--- src/hdl/assert_macros.svh ---
// Assertion macros shared by the ChaCha20 stream cipher RTL.
`ifndef ASSERT_MACROS_SVH
`define ASSERT_MACROS_SVH

`ifndef SYNTHESIS

// Property checked on every rising clk edge while out of reset.
`define CC_ASSERT(label, prop) \
    label: assert property (@(posedge clk) disable iff (!rst_n) prop) \
        else $error("cc20 assertion failed");

// Condition that must never be true.
`define CC_NEVER(label, cond) \
    label: assert property (@(posedge clk) disable iff (!rst_n) !(cond)) \
        else $error("cc20 forbidden condition seen");

`else

`define CC_ASSERT(label, prop)
`define CC_NEVER(label, cond)

`endif

`endif

--- src/hdl/cc20_pkg.sv ---
// Shared types, constants and round functions for the ChaCha20 stream cipher.
`default_nettype none

package cc20_pkg;

    // Sigma constant words
    localparam logic [31:0] SIGMA_0 = 32'h61707865;
    localparam logic [31:0] SIGMA_1 = 32'h3320646e;
    localparam logic [31:0] SIGMA_2 = 32'h79622d32;
    localparam logic [31:0] SIGMA_3 = 32'h6b206574;

    localparam int DOUBLE_ROUNDS = 10;
    localparam int RCNT_W        = 4;
    localparam int QUEUE_DEPTH   = 4;
    localparam int WORD_BYTES    = 8;
    localparam int TDATA_W       = 72;

    localparam logic [3:0] FULL_COUNT = 4'd8;

    // Configuration register indexes
    localparam logic [2:0] CFG_KEY_0    = 3'd0;
    localparam logic [2:0] CFG_KEY_1    = 3'd1;
    localparam logic [2:0] CFG_KEY_2    = 3'd2;
    localparam logic [2:0] CFG_KEY_3    = 3'd3;
    localparam logic [2:0] CFG_NONCE_LO = 3'd4;
    localparam logic [2:0] CFG_NONCE_HI = 3'd5;
    localparam logic [2:0] CFG_INIT_CTR = 3'd6;

    typedef logic [31:0]       word32_t;
    typedef logic [15:0][31:0] cc_state_t;

    // One classified data word waiting for the back end
    typedef struct packed {
        logic [63:0] data;
        logic [3:0]  count;
        logic        last;
        logic [2:0]  pos;
        logic        gen;
        word32_t     ctr;
    } qentry_t;

    // Block generator request and response
    typedef struct packed {
        logic    start;
        word32_t ctr;
    } core_req_t;

    typedef struct packed {
        logic      done;
        cc_state_t block;
    } core_rsp_t;

    typedef struct packed {
        word32_t a;
        word32_t b;
        word32_t c;
        word32_t d;
    } qr_t;

    function automatic word32_t rotl(input word32_t x, input int unsigned n);
        return (x << n) | (x >> (32 - n));
    endfunction

    function automatic qr_t quarter(input word32_t a, input word32_t b,
                                    input word32_t c, input word32_t d);
        qr_t q;
        q.a = a + b;   q.d = rotl(d ^ q.a, 16);
        q.c = c + q.d; q.b = rotl(b ^ q.c, 12);
        q.a = q.a + q.b; q.d = rotl(q.d ^ q.a, 8);
        q.c = q.c + q.d; q.b = rotl(q.b ^ q.c, 7);
        return q;
    endfunction

    // Column round followed by diagonal round
    function automatic cc_state_t double_round(input cc_state_t s);
        cc_state_t t;
        cc_state_t u;
        qr_t       q;
        for (int i = 0; i < 4; i++) begin
            q = quarter(s[i], s[4 + i], s[8 + i], s[12 + i]);
            t[i] = q.a; t[4 + i] = q.b; t[8 + i] = q.c; t[12 + i] = q.d;
        end
        for (int i = 0; i < 4; i++) begin
            q = quarter(t[i], t[4 + ((i + 1) & 3)], t[8 + ((i + 2) & 3)],
                        t[12 + ((i + 3) & 3)]);
            u[i] = q.a;
            u[4 + ((i + 1) & 3)]  = q.b;
            u[8 + ((i + 2) & 3)]  = q.c;
            u[12 + ((i + 3) & 3)] = q.d;
        end
        return u;
    endfunction

    // Initial state: constants, key, counter, nonce
    function automatic cc_state_t build_init(input logic [255:0] key,
                                             input word32_t ctr,
                                             input logic [95:0] nonce);
        cc_state_t s;
        s[0] = SIGMA_0; s[1] = SIGMA_1; s[2] = SIGMA_2; s[3] = SIGMA_3;
        for (int i = 0; i < 8; i++) begin
            s[4 + i] = key[32 * i +: 32];
        end
        s[12] = ctr;
        s[13] = nonce[31:0];
        s[14] = nonce[63:32];
        s[15] = nonce[95:64];
        return s;
    endfunction

    // Byte-enable mask for count valid low bytes (count already 1..8)
    function automatic logic [63:0] byte_mask(input logic [3:0] cnt);
        logic [63:0] m;
        for (int i = 0; i < WORD_BYTES; i++) begin
            m[8 * i +: 8] = (i < int'(cnt)) ? 8'hFF : 8'h00;
        end
        return m;
    endfunction

endpackage

`default_nettype wire

--- src/hdl/cc20_front.sv ---
// Front end: accepts data words, assigns block counter and position, queues them.
`default_nettype none

`include "assert_macros.svh"

module cc20_front
    import cc20_pkg::*;
#(
    parameter int QueueDepth = QUEUE_DEPTH
)
(
    input  wire logic                 clk,
    input  wire logic                 rst_n,
    input  wire logic                 s_tvalid,
    output logic                      s_tready,
    input  wire logic [TDATA_W-1:0]   s_tdata,   // [63:0] data_word, [67:64] byte_count
    input  wire logic                 s_tlast,   // last_of_message
    input  wire word32_t              initial_counter,
    output qentry_t                   head,
    output logic                      head_valid,
    input  wire logic                 pop
);

    localparam int PtrW = (QueueDepth > 1) ? $clog2(QueueDepth) : 1;
    localparam int CntW = $clog2(QueueDepth + 1);

    // Message tracking state
    word32_t     block_counter_reg, block_counter_next;
    logic [2:0]  word_position_reg, word_position_next;
    logic        message_start_reg, message_start_next;

    // Queue storage and pointers
    qentry_t         queue_mem [QueueDepth];
    logic [PtrW-1:0] wr_ptr_reg, wr_ptr_next;
    logic [PtrW-1:0] rd_ptr_reg, rd_ptr_next;
    logic [CntW-1:0] count_reg, count_next;

    qentry_t     entry;
    logic        push;
    logic [3:0]  raw_count;

    // Classify the incoming word
    always_comb
    begin
        raw_count   = s_tdata[67:64];
        entry.data  = s_tdata[63:0];
        entry.count = (raw_count == 4'd0 || raw_count > FULL_COUNT) ? FULL_COUNT : raw_count;
        entry.last  = s_tlast;
        entry.ctr   = message_start_reg ? initial_counter : block_counter_reg;
        entry.pos   = message_start_reg ? 3'd0 : word_position_reg;
        entry.gen   = (entry.pos == 3'd0);
    end

    assign s_tready   = (count_reg != CntW'(QueueDepth));
    assign push       = s_tvalid && s_tready;
    assign head_valid = (count_reg != '0);
    assign head       = queue_mem[rd_ptr_reg];

    // Next-state for message tracking and queue pointers
    always_comb
    begin
        block_counter_next = block_counter_reg;
        word_position_next = word_position_reg;
        message_start_next = message_start_reg;
        wr_ptr_next        = wr_ptr_reg;
        rd_ptr_next        = rd_ptr_reg;
        if (push)
        begin
            block_counter_next = entry.gen ? entry.ctr + 32'd1 : entry.ctr;
            word_position_next = entry.pos + 3'd1;
            message_start_next = s_tlast;
            wr_ptr_next = (wr_ptr_reg == PtrW'(QueueDepth - 1)) ? '0 : wr_ptr_reg + 1'b1;
        end
        if (pop)
        begin
            rd_ptr_next = (rd_ptr_reg == PtrW'(QueueDepth - 1)) ? '0 : rd_ptr_reg + 1'b1;
        end
        count_next = count_reg + CntW'(push) - CntW'(pop);
    end

    always_ff @(posedge clk or negedge rst_n)
    begin
        if (!rst_n)
        begin
            block_counter_reg <= '0;
            word_position_reg <= '0;
            message_start_reg <= 1'b1;
            wr_ptr_reg        <= '0;
            rd_ptr_reg        <= '0;
            count_reg         <= '0;
        end
        else
        begin
            block_counter_reg <= block_counter_next;
            word_position_reg <= word_position_next;
            message_start_reg <= message_start_next;
            wr_ptr_reg        <= wr_ptr_next;
            rd_ptr_reg        <= rd_ptr_next;
            count_reg         <= count_next;
        end
    end

    // Queue write
    always_ff @(posedge clk)
    begin
        if (push)
        begin
            queue_mem[wr_ptr_reg] <= entry;
        end
    end

    `CC_ASSERT(a_queue_bound, count_reg <= CntW'(QueueDepth))
    `CC_NEVER(a_pop_empty, pop && (count_reg == '0))

endmodule

`default_nettype wire

--- config.mk ---
export PLATFORM = sky130hd
export DESIGN_NAME = cc20_front
export DESIGN_NICKNAME = d
export VERILOG_FILES = /design/src/hdl/cc20_pkg.sv /design/src/hdl/cc20_front.sv
export VERILOG_INCLUDE_DIRS = /design/src /design/src/hdl
export SDC_FILE = /design/constraint.sdc
export NUM_CORES = 1
export LEC_CHECK = 0
export ABC_CLOCK_PERIOD_IN_PS = 3900
export BUFFER_PORTS_ARGS = -buffer_cell sky130_fd_sc_hd__buf_2
export CORE_MARGIN = 2
export CORE_UTILIZATION = 50
export DETAILED_ROUTE_END_ITERATION = 16
export PLACE_DENSITY = 0.77
export REMOVE_ABC_BUFFERS = 1
export SLEW_MARGIN = 0
export SYNTH_ARGS = -nofsm -noshare
export SYNTH_HDL_FRONTEND = slang
export SYNTH_SLANG_ARGS = --single-unit
--- constraint.sdc ---
create_clock -name clk -period 3.9 [get_ports clk]
set_input_delay 0.39 -clock clk [delete_from_list [all_inputs] [get_ports clk]]
set_output_delay 0.39 -clock clk [all_outputs]
set_load 0.03 [all_outputs]
**Word-level counts from Yosys, hierarchy flattened**

Memory sizes are Yosys's and may differ from the RTL's.
Cells that the tools add are included.
W data, S select, Z words.

- $lt $le $gt $ge: 1
- Add/subtract/negate cells: 6
- Mux-type cells: 8
- Eq/ne operators: 3
- Reductions and logical operators: 5

Operators by type and width:

| operator | number |
|---|---|
| $mux W32 | 2 |
| $add A32 B1 Y32 const B | 1 |
| $add A2 B1 Y2 const B | 2 |
| $eq A2 B2 Y1 const B | 2 |
| $gt A4 B4 Y1 const B | 1 |
| $logic_not A4 Y1 | 1 |
| $mux W2 | 2 |
| $mux W4 | 1 |
| $add A3 B1 Y3 | 1 |
| $add A3 B1 Y3 const B | 1 |
| $logic_not A3 Y1 | 1 |
| $mux W3 | 1 |
| $ne A3 B3 Y1 const B | 1 |
| $reduce_bool A3 Y1 | 1 |
| $sub A3 B1 Y3 | 1 |
| $mux W1 | 2 |
| $logic_and A1 B1 Y1 | 1 |
| $logic_or A1 B1 Y1 | 1 |

- Memories kept: 1
- Bits in writable memories: 420
- Word-level logic and storage cells: 30
- Output and inout bits: 107
- Register bits after elaboration: 43
- Input bits: 109

Memories:

| name | depth | width | rd ports | clocked after Yosys merged registers in | wr ports | RTL line | text |
|---|---|---|---|---|---|---|---|
| queue_mem | 4 | 105 | 1 | 0 | 1 | cc20_front.sv:33 | `qentry_t queue_mem [QueueDepth];` |

**Longest topological paths before layout**

- Word-level depth: 4
- Mapped depth: 14
- Mapped depth without buffers: 11

**Least setup slack after synthesis**

No wires, ideal clock.

- Path type: register -> register
- Start point: register count_reg[1]
- End point: memory queue_mem[0][0] (netlist bit), enable pin
- Stages on the path, launching flop included: 4
- Data required time: 3.423 ns
- Arrival time: 3.281 ns
- Library setup time: 0.477 ns
- Buffers on the path: 0
- Slack: 0.143 ns
- Period minus slack after synthesis: 3.757 ns
- Cells stage by stage: dfrtp_1 nor2_1 nand2_1 and3_1

- Longest elaborated chain between the ends: 4

Ends and longest elaborated chain:

| what | RTL line | text |
|---|---|---|
| start: declaration | cc20_front.sv:36 | `logic [CntW-1:0] count_reg, count_next;` |
| start signal: assignment | cc20_front.sv:99 | `count_reg <= count_next;` |
| $ne A3 B3 Y1 | cc20_front.sv:54 | `assign s_tready = (count_reg != CntW'(QueueDepth));` |
| net s_tready | cc20_front.sv:15 | `output logic s_tready,` |
| $logic_and A1 B1 Y1 | cc20_front.sv:55 | `assign push = s_tvalid && s_tready;` |
| $mux W1 | cc20_front.sv:106 | `if (push)` |
| $mux W1 (not written as such) | cc20_front.sv:108 | `queue_mem[wr_ptr_reg] <= entry;` |
| end: declaration | cc20_front.sv:33 |  |

The timed path passes the listed nets, and every way through them passes these cells.

==> impl_metrics.env <==
export IMPL_outcome="complete, no violations"
export IMPL_core_area_um2=36350
export IMPL_yosys_area_top_type="edfxtp_1"
export IMPL_p_per_area_nw_per_um2=831.8
export IMPL_syn_to_final_growth_pct=17.28
export IMPL_syn_area_um2=18290
export IMPL_setup_viol=0
export IMPL_drt_initial_drc_count=591
export IMPL_ant_nets=0
export IMPL_synthArstFlopShare_pct=9.287
export IMPL_grt_total_usage_pct=19.42
export IMPL_start_util_pct=50.31
export IMPL_numCtsBuffers=47
export IMPL_clk_path_buf_depth=3
export IMPL_hold_viol_final=0
export IMPL_std_cell_rows=70
export IMPL_crit_required_ps=3510
export IMPL_drt_total_wl_um=36320
export IMPL_gr_total_overflow=0
export IMPL_rsz0062_at_grt="no"
export IMPL_timing_critical_path_slowest_stage_cell="dfrtp_4"
export IMPL_path_delay_family="flip-flops"
export IMPL_fp_dieW_um=195.2
export IMPL_max_cap_viol_count=0
export IMPL_final_core_util_pct=59.00
export IMPL_finalPower_mw=17.84
export IMPL_num_io_pins=216
export IMPL_syn_inst=911
export IMPL_yosysMostFrequentCell="edfxtp_1"
export IMPL_die_area_um2=38120
export IMPL_clock_latency_ps=560
export IMPL_cts_tree="yes"
export IMPL_drt_pass1_iterations=5
export IMPL_vias_per_cell=5.670
export IMPL_skew_ps=16.49
export IMPL_fin_crit_ps=3023
export IMPL_gp_congestion=0.8187
export IMPL_htreeDepth=2
export IMPL_leakage_nw=7.512
export IMPL_grt_pass1_vias=9686
export IMPL_synth_seq_area_share_pct=74.87
export IMPL_cp_max_fo=53
export IMPL_synth_cell_types=57
export IMPL_yosys_top_cells_area="edfxtp_1 69%, mux4_2 13%, dfrtp_1 5.7%"
export IMPL_crit_chain="buf_12, mux4_2, buf_2"
export IMPL_grt_start_max_net_pins=72
export IMPL_relSlewSlack_pct=39.77
export IMPL_die_h_um=195.2
export IMPL_drive_gt1_share_pct=37.44
export IMPL_antenna_found_initial=7
export IMPL_cts_sinks=463
export IMPL_cp_num_buf_inv=2
export IMPL_synth_edff_count=420
export IMPL_yosys_warnings=0
export IMPL_grt_pass1_wl_um=56210
export IMPL_hp_class="in -> reg"
export IMPL_crit_type="reg -> out"
export IMPL_end_kind="output pin"
export IMPL_drc=0
export IMPL_arrival_ps=2630
export IMPL_synth_avg_cell_area_um2=20.07
export IMPL_synth_flop_cell="edfxtp_1"
export IMPL_vias=9406
export IMPL_cts_root_buf="clkbuf_16"
export IMPL_ff2ff_setup_slack_ps=920
export IMPL_startpoint_type="flip-flop"
export IMPL_synth_top_cells_by_count="420 x edfxtp_1, 105 x mux4_2, 62 x nand2_1, 42 x dfrtp_1, 26 x nand3_1"
export IMPL_fin_nets=1268
export IMPL_largest_reg_flops=420
export IMPL_cts_resized=0
export IMPL_cts_reportedPaths_clkPinSlew_ps=60
export IMPL_post_synth_top_area_fraction_pct=68.97
export IMPL_fin_crit_sh_pct=77.51
export IMPL_dpl_hpwl_um=22080
export IMPL_wl_per_cell_um=21.89
export IMPL_slew_violations=0
export IMPL_critPathMaxStageDelay_ps=790
export IMPL_port_buffers=211
export IMPL_vdd_drop_max_v=0.0004866
export IMPL_fmax_ghz=0.3308
export IMPL_synth_seq_cells=463
export IMPL_worstMarginPinSlew_ps=901.6
[per-stage QoR]
step                setup slack, ps  cell area, um2  hold slack, ps  setup TNS, ps  std cells
floorplan                     -1371           18070           94.41        -146260        865
global placement               1072           19980           413.4              0       1566
detailed placement             1014           19980           417.7              0       1566
CTS                           764.1           21430           13.37              0       1654
global route                  678.2           21430           22.87              0       1655
finish                        877.0           21440           45.91              0       1659
[path summary, 6_finish.rpt]
path / startpoint / endpoint / depth (start not counted)
setup reg to reg: count_reg[1] / count_reg[2] / 11
hold / removal: s_tdata[52] / queue_mem[0][93] / 1
max in group asynchronous: rst_n / message_start_reg / 3
setup / recovery: rd_ptr_reg[0] / head[50] / 3
hold reg to reg: word_position_reg[1] / word_position_reg[1] / 2
min in group asynchronous: rst_n / block_counter_reg[18] / 2
[cells by family after synthesis]
logic type	Yosys count	share of synthesized area [%]
compound gates	63	2.546
mux	136	14.79
flops	463	74.87
simple gates	157	4.619
fa+ha+maj	11	0.7938
buf+inv	64	1.567
xor+xnor	17	0.8143
[repair_timing]
item | in CTS | in global routing
setup buffers | 0 | 0
endpoints found under the hold margin | 21 | 0
hold buffers | 1 | 0
[power by group]
group	internal (mW)	switching [mW]	leakage [nW]
sequential	6.87	0.560	4.39
combinational	2.28	3.92	2.40
clock	2.42	1.78	0.716
[metal layers]
metal	up-vias	share of wire (%)	track usage [%]
met4	6	2.2	5.994
met1	4812	42	25.78
met3	61	7.3	5.130
li1	4205	-	-
met2	322	49	31.81
met5	-	0.12	0
[worst register-to-register path, stage by stage (launching register included)]
cell	delay, ps
dfrtp_1	430
nor2_1	70
nand2_1	170
and2_1	610
inv_2	300
ha_1	350
inv_1	60
ha_1	150
inv_1	50
fa_1	380
xnor2_1	180
xnor2_1	140
[layout make-up]
class                   count  area [um2]
well taps                 468       585.6
multi-input cells         384        4329
repair buffers            234        1306
inverters                  18       67.56
clock inverters            24       137.6
clock buffers              63        1309
fillers                  2613       14900
flip-flops and latches    463       13700
diodes                      5       12.51
[cells in the final DEF (no fill, tap or decap), drive strengths merged, types with 8 or more instances in the layout]
| cell | synthesis | layout |
|---|---|---|
| inv | 18 | 20 |
| ha | 10 | 10 |
| xor2 | 9 | 9 |
| xnor2 | 8 | 8 |
| clkbuf | 20 | 63 |
| o211ai | 8 | 8 |
| nand2 | 63 | 63 |
| buf | 26 | 233 |
| clkinv | 0 | 21 |
| mux2 | 24 | 24 |
| nor2 | 9 | 9 |
| dfrtp | 42 | 42 |
| nand3 | 27 | 27 |
| nand4 | 12 | 12 |
| mux4 | 105 | 105 |
| edfxtp | 420 | 420 |
| o21ai | 27 | 27 |
Note: power is estimated with default switching activity, not from simulation.
